File: src/rtl/core/abrb_pkg.sv
// Shared constants, types and helper functions for the audio block ring buffer.
package abrb_pkg;

   // Ring geometry.
   localparam int BLOCK_COUNT      = 16;
   localparam int FRAMES_PER_BLOCK = 64;
   localparam int STORE_DEPTH      = BLOCK_COUNT * FRAMES_PER_BLOCK;

   // Derived widths.
   localparam int BLOCK_W  = $clog2(BLOCK_COUNT);
   localparam int BLKX_W   = BLOCK_W + 1;
   localparam int OFFS_W   = (FRAMES_PER_BLOCK > 1) ? $clog2(FRAMES_PER_BLOCK) : 1;
   localparam int ADDR_W   = $clog2(STORE_DEPTH);
   localparam int FRAME_W  = 32;
   localparam int HALF_W   = FRAME_W / 2;
   localparam int FREE_W   = 10;

   // Command queue between the front and back ends.
   localparam int QUEUE_DEPTH = 2;
   localparam int QPTR_W      = 1;
   localparam int QCNT_W      = 2;

   localparam logic [OFFS_W-1:0]  LAST_OFF   = OFFS_W'(FRAMES_PER_BLOCK - 1);
   localparam logic [BLOCK_W-1:0] LAST_BLOCK = BLOCK_W'(BLOCK_COUNT - 1);
   localparam logic [ADDR_W-1:0]  LAST_ADDR  = ADDR_W'(STORE_DEPTH - 1);

   // Command kinds, taken from the func field of an input beat.
   typedef enum logic {
      CMD_WRITE      = 1'b0,
      CMD_BLOCK_DONE = 1'b1
   } cmd_kind_type;

   // One classified command as it sits in the queue.
   typedef struct packed {
      cmd_kind_type       kind;
      logic [FRAME_W-1:0] frame;
   } cmd_type;

   // Back-end sequencer states.
   typedef enum logic [2:0] {
      BK_INIT,
      BK_IDLE,
      BK_CLEAR,
      BK_READ,
      BK_SEND
   } back_state_type;

   // Swap the two 16-bit halves of a stereo frame.
   function automatic logic [FRAME_W-1:0] swap_halves(input logic [FRAME_W-1:0] s);
      return {s[HALF_W-1:0], s[FRAME_W-1:HALF_W]};
   endfunction

   // Step a block number around the ring.
   function automatic logic [BLOCK_W-1:0] step_block(input logic [BLOCK_W-1:0] b);
      logic [BLOCK_W-1:0] r;
      if (b == LAST_BLOCK) begin
         r = '0;
      end else begin
         r = BLOCK_W'(b + 1'b1);
      end
      return r;
   endfunction

   // Flat store address of a frame within a block.
   function automatic logic [ADDR_W-1:0] store_addr(input logic [BLOCK_W-1:0] blk,
                                                   input logic [OFFS_W-1:0]  off);
      logic [ADDR_W-1:0] base;
      base = ADDR_W'(ADDR_W'(blk) * ADDR_W'(FRAMES_PER_BLOCK));
      return ADDR_W'(base + ADDR_W'(off));
   endfunction

   // Free space in frames: blocks from write up to busy, times the block size.
   function automatic logic [FREE_W-1:0] free_count(input logic [BLOCK_W-1:0] busy,
                                                   input logic [BLOCK_W-1:0] wr);
      logic [BLKX_W-1:0] blocks;
      logic [31:0]       prod;
      if (busy >= wr) begin
         blocks = BLKX_W'({1'b0, busy} - {1'b0, wr});
      end else begin
         blocks = BLKX_W'({1'b0, busy} + BLKX_W'(BLOCK_COUNT) - {1'b0, wr});
      end
      prod = 32'(blocks) * 32'(FRAMES_PER_BLOCK);
      return prod[FREE_W-1:0];
   endfunction

endpackage

File: src/rtl/core/abrb_channels.sv
// Handshake channel interfaces for the request, response and control ports.
interface abrb_req_if;
   logic                       valid;
   logic                       ready;
   logic                       func;
   logic [abrb_pkg::FRAME_W-1:0] sample;

   modport source (output valid, func, sample, input ready);
   modport sink   (input valid, func, sample, output ready);
endinterface


File: src/rtl/core/abrb_front.sv
// Front end: accepts request beats, classifies them and queues the commands.
module abrb_front (
   input  logic              clock,
   input  logic              reset,
   input  logic              accept_en,
   abrb_req_if.sink          req_if,
   output abrb_pkg::cmd_type cmd,
   output logic              cmd_valid,
   input  logic              cmd_ready
);
   import abrb_pkg::*;

   cmd_type            q_ff [QUEUE_DEPTH];
   logic [QPTR_W-1:0]  wr_ptr_ff, wr_ptr_in;
   logic [QPTR_W-1:0]  rd_ptr_ff, rd_ptr_in;
   logic [QCNT_W-1:0]  count_ff, count_in;
   cmd_type            req_cmd;
   logic               push;
   logic               pop;

   // Room in the queue, and only once the store has been cleared after reset.
   assign req_if.ready = accept_en && (count_ff != QCNT_W'(QUEUE_DEPTH));
   assign push         = req_if.valid && req_if.ready;
   assign pop          = cmd_valid && cmd_ready;

   // Classify the beat; frames are stored with their halves swapped.
   always_comb begin
      req_cmd.kind = cmd_kind_type'(req_if.func);
      if (req_cmd.kind == CMD_BLOCK_DONE) begin
         req_cmd.frame = '0;
      end else begin
         req_cmd.frame = swap_halves(req_if.sample);
      end
   end

   // Queue pointer and fill bookkeeping.
   always_comb begin
      wr_ptr_in = push ? QPTR_W'(wr_ptr_ff + 1'b1) : wr_ptr_ff;
      rd_ptr_in = pop  ? QPTR_W'(rd_ptr_ff + 1'b1) : rd_ptr_ff;
      unique case ({push, pop})
         2'b10:   count_in = QCNT_W'(count_ff + 1'b1);
         2'b01:   count_in = QCNT_W'(count_ff - 1'b1);
         default: count_in = count_ff;
      endcase
   end

   always_ff @(posedge clock) begin
      if (reset) begin
         wr_ptr_ff <= '0;
         rd_ptr_ff <= '0;
         count_ff  <= '0;
      end else begin
         wr_ptr_ff <= wr_ptr_in;
         rd_ptr_ff <= rd_ptr_in;
         count_ff  <= count_in;
      end
   end

   // Queue entries carry payload only.
   always_ff @(posedge clock) begin
      if (push) begin
         q_ff[wr_ptr_ff] <= req_cmd;
      end
   end

   assign cmd       = q_ff[rd_ptr_ff];
   assign cmd_valid = (count_ff != '0);

endmodule

File: src/flat_wrapper.sv
// flat-port wrapper written by rule: the top's interface ports become plain ports
module abrb_front_flat import abrb_pkg::*;
  (clock, reset, accept_en, cmd, cmd_valid, cmd_ready, req_if_valid, req_if_func, req_if_sample, req_if_ready);
  abrb_req_if req_if_i ();
  input  logic clock;
  input  logic reset;
  input  logic accept_en;
  output abrb_pkg::cmd_type cmd;
  output logic cmd_valid;
  input  logic cmd_ready;
  input wire logic [$bits(req_if_i.valid)-1:0] req_if_valid;
  input wire logic [$bits(req_if_i.func)-1:0] req_if_func;
  input wire logic [$bits(req_if_i.sample)-1:0] req_if_sample;
  output wire logic [$bits(req_if_i.ready)-1:0] req_if_ready;
  assign req_if_i.valid = req_if_valid;
  assign req_if_i.func = req_if_func;
  assign req_if_i.sample = req_if_sample;
  assign req_if_ready = req_if_i.ready;
  abrb_front u_core (.clock(clock), .reset(reset), .accept_en(accept_en), .req_if(req_if_i), .cmd(cmd), .cmd_valid(cmd_valid), .cmd_ready(cmd_ready));
endmodule
File: config.mk
export PLATFORM = sky130hd
export DESIGN_NAME = abrb_front_flat
export DESIGN_NICKNAME = d
export VERILOG_FILES = /design/src/rtl/core/abrb_pkg.sv /design/src/rtl/core/abrb_channels.sv /design/src/rtl/core/abrb_front.sv /design/src/flat_wrapper.sv
export SDC_FILE = /design/constraint.sdc
export NUM_CORES = 1
export LEC_CHECK = 0
export BUFFER_PORTS_ARGS = -buffer_cell sky130_fd_sc_hd__buf_4
export CAP_MARGIN = 5
export CORE_UTILIZATION = 49
export CTS_BUF_LIST = sky130_fd_sc_hd__clkbuf_8
export CTS_CLUSTER_DIAMETER = 60
export DETAILED_ROUTE_END_ITERATION = 8
export HOLD_SLACK_MARGIN = 0.06
export PLACE_DENSITY = 0.81
export SYNTH_ARGS = -nofsm -noshare
export SYNTH_HDL_FRONTEND = slang
export SYNTH_SLANG_ARGS = --single-unit
File: constraint.sdc
create_clock -name clock -period 2.5 [get_ports clock]
set_input_delay 0.375 -clock clock [delete_from_list [all_inputs] [get_ports clock]]
set_output_delay 0.375 -clock clock [all_outputs]
set_load 0.01 [all_outputs]
==> results of run 1 <==
## per-stage QoR
stage	util (%)	total power [mW]	cells	area, µm²	hold slack [ns]
detailed placement	62.76	2.322	303	3456	0.5083
global route	66.46	3.360	319	3660	0.2444
CTS	66.46	3.255	319	3660	0.2272
finish	66.46	3.223	319	3660	0.2428
global placement	62.76	2.307	303	3456	0.4929
floorplan	-	1.954	163	2814	0.4441
## metal layers
metal | track usage [%] | up-vias | wire length (µm)
li1 | - | 758 | -
met1 | 19.84 | 772 | 1956
met2 | 29.29 | 52 | 2501
met3 | 5.529 | 7 | 273
met4 | 8.491 | 0 | 69
met5 | 0 | - | 0
## final timing paths
kind,from,endpoint,slack (ns),cells after the start
worst max-delay path,flip-flop,cmd[0],0.49,3
worst min-delay path,reset,u_core.count_ff[1],0.24,2
worst max register to register,u_core.count_ff[0],u_core.q_ff[0][31],0.72,4
worst min register to register,u_core.rd_ptr_ff,u_core.rd_ptr_ff,0.52,2
## registers in the layout (all words and copies together), names as in the netlist, named ones only
| name | count |
|---|---|
| u_core.q_ff | 66 |
| u_core.count_ff | 2 |
| u_core.rd_ptr_ff | 1 |
| u_core.wr_ptr_ff | 1 |
## worst max-delay path: cells and delay by family, from the launching register on
family / cells / cell delay [ns]
multiplexers: 1 / 0.37
buffers and inverters: 2 / 0.40
flip-flops: 1 / 0.52
## logic make-up after synthesis
| family | after synthesis | synth area share, % |
|---|---|---|
| AOI/OAI and AO/OA | 3 | 0.6223 |
| xor gates and xnor gates | 3 | 0.9339 |
| adders and majority gates | 1 | 0.4446 |
| buffers and inverters | 7 | 1.112 |
| DFF | 71 | 73.99 |
| muxes | 34 | 13.61 |
| and+or+nand+nor | 44 | 9.294 |
## power groups by stage
stage | registers, mW | logic, mW | clock network, mW
detailed placement | 1.49 | 0.835 | 0
finish | 1.46 | 0.834 | 0.929
CTS | 1.46 | 0.844 | 0.950
global placement | 1.48 | 0.825 | 0
floorplan | 1.46 | 0.492 | 0
global route | 1.47 | 0.899 | 0.990
## synthesized netlist by cell type (2+ instances only)
| library cell | number | share of area (%) |
|---|---|---|
| buf_2 | 4 | 0.71 |
| clkbuf_1 | 3 | 0.40 |
| dfxtp_1 | 5 | 3.6 |
| edfxtp_1 | 66 | 70 |
| mux2_2 | 34 | 14 |
| nor2_1 | 5 | 0.67 |
| nor2b_1 | 33 | 7.3 |
| xnor2_1 | 2 | 0.62 |
## final cells by class
cell class              count  area [µm²]
flip-flops and latches     71        2082
multi-input cells          85       708.2
clock buffers               9       123.9
clock inverters             7       80.08
repair buffers             75       575.6
fillers                   390        1847
well taps                  72       90.09
==> flow_metrics.py, run 1 <==
metrics = {
    "outcome": {
        "run_status": "finished, final reports clean",
    },
    "pwr": {
        "power.switching_mw": 0.7969,
        "internal-power_mw": 2.426,
        "combPwrFrac_pct": 25.9,
        "p_per_area_nw_per_um2": 880.5,
        "clkPwrFrac_pct": 28.8,
        "leakage_nw": 1.383,
        "seq_power_share_pct": 45.3,
        "sw_frac_of_total_pct": 24.73,
        "vdd_ir_drop_max_uv": 674.3,
    },
    "synth": {
        "ys_ff_latch": 71,
        "ys.flop_type": "edfxtp_1",
        "ys_async_sr_fraction_pct": 0,
        "synth_cell_types": 19,
        "synthesis.nets": 202,
        "synth_area_um2": 2814,
        "yosys_warnings": 0,
        "avgSynthCellArea_um2": 17.26,
        "syn_inst": 163,
        "seq_area_frac_synth_pct": 73.99,
        "synth-edff-count": 66,
    },
    "timing": {
        "finalCriticalPeriod_ns": 2.010,
        "slew_violations": 0,
        "setup_ws_ns": 0.4902,
        "hold_viol": 0,
        "slew_headroom_pct": 70.14,
        "worst_pin_slew_ns": 0.4478,
        "tns_ns": 0,
        "rsz0062_at_grt": "false",
        "max_freq_mhz": 497.6,
        "skew_ns": 0.008180,
        "period_share_pct": 80.39,
        "setup_viol": 0,
    },
    "grt": {
        "antenna_found_initial": 0,
        "grt-ovfl-total": 0,
        "grt_max_degree": 35,
        "grt_pass1_wl_mm": 7.555,
        "first_global_vias": 1615,
        "grt_usage_pct": 17.34,
    },
    "critical_path": {
        "crit_chain": "buf_12 > mux2_2 > buf_4",
        "slowest_stage": "dfxtp_1",
        "worstPathArrival_ns": 1.63,
        "critPathCaptureType": "output pin",
        "critPathKind": "flip-flop to output pin",
        "worstPathRequired_ns": 2.12,
        "critPathLaunchType": "flip-flop",
        "critPathMaxFanout": 27,
        "cpPeakStageDelay_ns": 0.52,
    },
    "placement": {
        "pre_cts_ws_ns": 0.6887,
        "finalWeightedCongestion": 0.7138,
        "portBuffers": 72,
        "hpwl_mm": 3.121,
    },
    "finish": {
        "diodes": 0,
        "drive_gt1_share_pct": 49.80,
        "syn_to_final_growth_pct": 30.06,
        "final_common_cell": "buf_4",
        "layout_common_cells": "buf_4, edfxtp_1, mux2_2",
        "final_nets": 281,
    },
    "clocking": {
        "cts_inserted_buffers": 9,
        "ctsHtreeMaxLevel": 3,
        "cts_root_buf": "clkbuf_8",
        "clk_pin_slew_ns": 0.06,
        "clkLatencyLatePin_ns": 0.34,
        "cts_max_path_buffers": 2,
        "cts_sinks": 71,
        "cts-resized-gates": 0,
        "postCtsHoldBufs": 0,
        "cts_tree": "done",
        "post-cts-setup-buffer-count": 0,
    },
    "die": {
        "die_h_um": 77.78,
        "dieWidth_um": 77.78,
        "initial_core_util_pct": 51.10,
        "rows": 27,
        "io_pins": 73,
        "dieArea_um2": 6050,
        "core_um2": 5507,
    },
    "detailed_routing": {
        "wl_per_cell_um": 15.05,
        "routed_wl_mm": 4.800,
        "num_vias": 1589,
        "drt_iter0_markers": 65,
        "vias_per_cell": 4.981,
        "postRouteAntennaNets": 0,
        "post-route-drc-count": 0,
        "dr.pass1.iters": 4,
    },
    "hold_path": {
        "hold_path_class": "input pin to flip-flop",
    },
    "run": {
        "max-cap-violations": 0,
    },
}
Note: power is estimated with default switching activity, not from simulation.
==> run 2, diff against run 1 <==
Settings changed: CORE_UTILIZATION 49 to 50, PLACE_DENSITY 0.81 to 0.79.
Clock period 2.5 ns to 1.9 ns, I/O delays scaled along.
==> flow_metrics.py, run 2 (synthesis gave the netlist of run 1 again) <==
metrics = {
    "finish": {
        "multi_input_area_um2": 709.4,
        "diodes": 0,
        "final-instance-count-excl-fill": 319,
        "syn_to_final_growth_pct": 28.86,
        "layout_common_cells": "buf_4, edfxtp_1, mux2_2",
        "reg_top3": "u_core.q_ff x66, u_core.count_ff x2",
        "regArea_um2": 2082,
        "drive_gt1_share_pct": 50.60,
        "final_nets": 283,
        "final_common_cell": "buf_4",
        "n_fill_cell": 389,
        "largest_register_ffs": 66,
        "top_register": "u_core.q_ff",
    },
    "clocking": {
        "post-cts-setup-buffer-count": 0,
        "cts_max_path_buffers": 2,
        "ctsHtreeMaxLevel": 3,
        "cts_root_buf": "clkbuf_8",
        "postCtsHoldBufs": 0,
        "clk_pin_slew_ns": 0.06,
        "cts_tree": "done",
        "cts-resized-gates": 0,
        "cts_sinks": 71,
        "cts_inserted_buffers": 9,
        "clkLatencyLatePin_ns": 0.33,
    },
    "timing": {
        "skew_ns": 0.004772,
        "fin_hold_ws_ns": 0.1674,
        "slew_violations": 0,
        "rsz0062_at_grt": "false",
        "tns_ns": 0,
        "slew_headroom_pct": 76.17,
        "worst_pin_slew_ns": 0.3575,
        "hold_viol": 0,
        "period_share_pct": 91.12,
        "max_freq_mhz": 577.6,
        "setup_viol": 0,
        "finalCriticalPeriod_ns": 1.731,
    },
    "detailed_routing": {
        "postRouteAntennaNets": 0,
        "wl_per_cell_um": 14.79,
        "routed_wl_mm": 4.719,
        "vias_per_cell": 4.897,
        "dr.pass1.iters": 4,
        "num_vias": 1562,
        "drt_iter0_markers": 83,
        "post-route-drc-count": 0,
    },
    "critical_path": {
        "critPathKind": "flip-flop to output pin",
        "worstPathRequired_ns": 1.62,
        "critPathCaptureType": "output pin",
        "worstPathArrival_ns": 1.45,
        "critPathLaunchType": "flip-flop",
        "critPathMaxFanout": 18,
    },
    "die": {
        "rows": 26,
        "io_pins": 73,
        "die_h_um": 77.02,
        "initial_core_util_pct": 53.40,
        "core_um2": 5270,
        "dieArea_um2": 5932,
        "dieWidth_um": 77.02,
    },
    "grt": {
        "grt-ovfl-total": 0,
        "grt_usage_pct": 17.08,
        "antenna_found_initial": 0,
        "first_global_vias": 1590,
        "grt_pass1_wl_mm": 7.472,
        "grt_max_degree": 35,
    },
    "placement": {
        "post-place-cells": 303,
        "finalWeightedCongestion": 0.7391,
        "hpwl_mm": 3.029,
        "portBuffers": 72,
    },
    "hold_path": {
        "hold_path_class": "input pin to flip-flop",
    },
    "pwr": {
        "vdd_ir_drop_max_uv": 627.6,
        "leakage_nw": 1.369,
        "p_per_area_nw_per_um2": 1095,
        "p_total_mw": 3.971,
    },
    "run": {
        "max-cap-violations": 0,
    },
    "outcome": {
        "run_status": "finished, final reports clean",
    },
}
-- run 2: cell count changes in the layout (fill, tap and decap cells not counted), sizes merged --
cell,delta
buf,+2
bufinv,-2
clkinv,+1
clkinvlp,+1
-- run 2: through the flow --
| stage | utilization, % | instance area, µm² | setup WS, ns |
|---|---|---|---|
| after CTS | 68.80 | 3626 | 0.1494 |
| after global routing | 68.80 | 3626 | 0.05983 |
| final | 68.80 | 3626 | 0.1688 |
| after global placement | 65.84 | 3470 | 0.3329 |
| after floorplan | - | 2823 | 0.2820 |
| after detailed placement | 65.84 | 3470 | 0.2394 |
-- run 2: path summary, 6_finish.rpt --
kind | slack, ns | to | start | cells past startpoint
worst max-delay path | 0.17 | cmd[19] | flip-flop | 3
worst min-delay path | 0.17 | u_core.count_ff[0] | reset | 2
worst max register to register | 0.23 | u_core.count_ff[1] | u_core.count_ff[0] | 5
worst min register to register | 0.54 | flip-flop | u_core.rd_ptr_ff | 2
-- run 2: worst max-delay path, cell delays in order (launching register included) --
cell     delay, ns
dfxtp_1       0.33
buf_4         0.26
mux2_2        0.38
buf_4         0.14
-- run 2: report_power, final --
group          switching [mW]  total (mW)  internal [mW]  leakage (nW)
Sequential             0.0505        1.90           1.85         0.658
Combinational           0.498        1.12          0.621         0.625
Clock                   0.501       0.951          0.450        0.0865
Total                    1.05        3.97           2.92          1.37
-- run 2: area by class of cell --
cell class	count	share of cell area, %
Multi-Input combinational cell	85	19.57
Sequential cell	71	57.42
Timing Repair Buffer	77	16.29
Tap cell	70	2.415
Clock inverter	7	0.8972
Clock buffer	9	3.416
-- run 2: layer usage --
layer | share of wire (%) | wire, µm | track usage (%) | vias to the layer above
li1 | - | - | - | 762
met1 | 43 | 2038 | 21.20 | 740
met2 | 49 | 2302 | 26.88 | 55
met3 | 7.0 | 328 | 6.310 | 5
met4 | 1.1 | 50 | 7.358 | 0
met5 | 0 | 0 | 0 | -
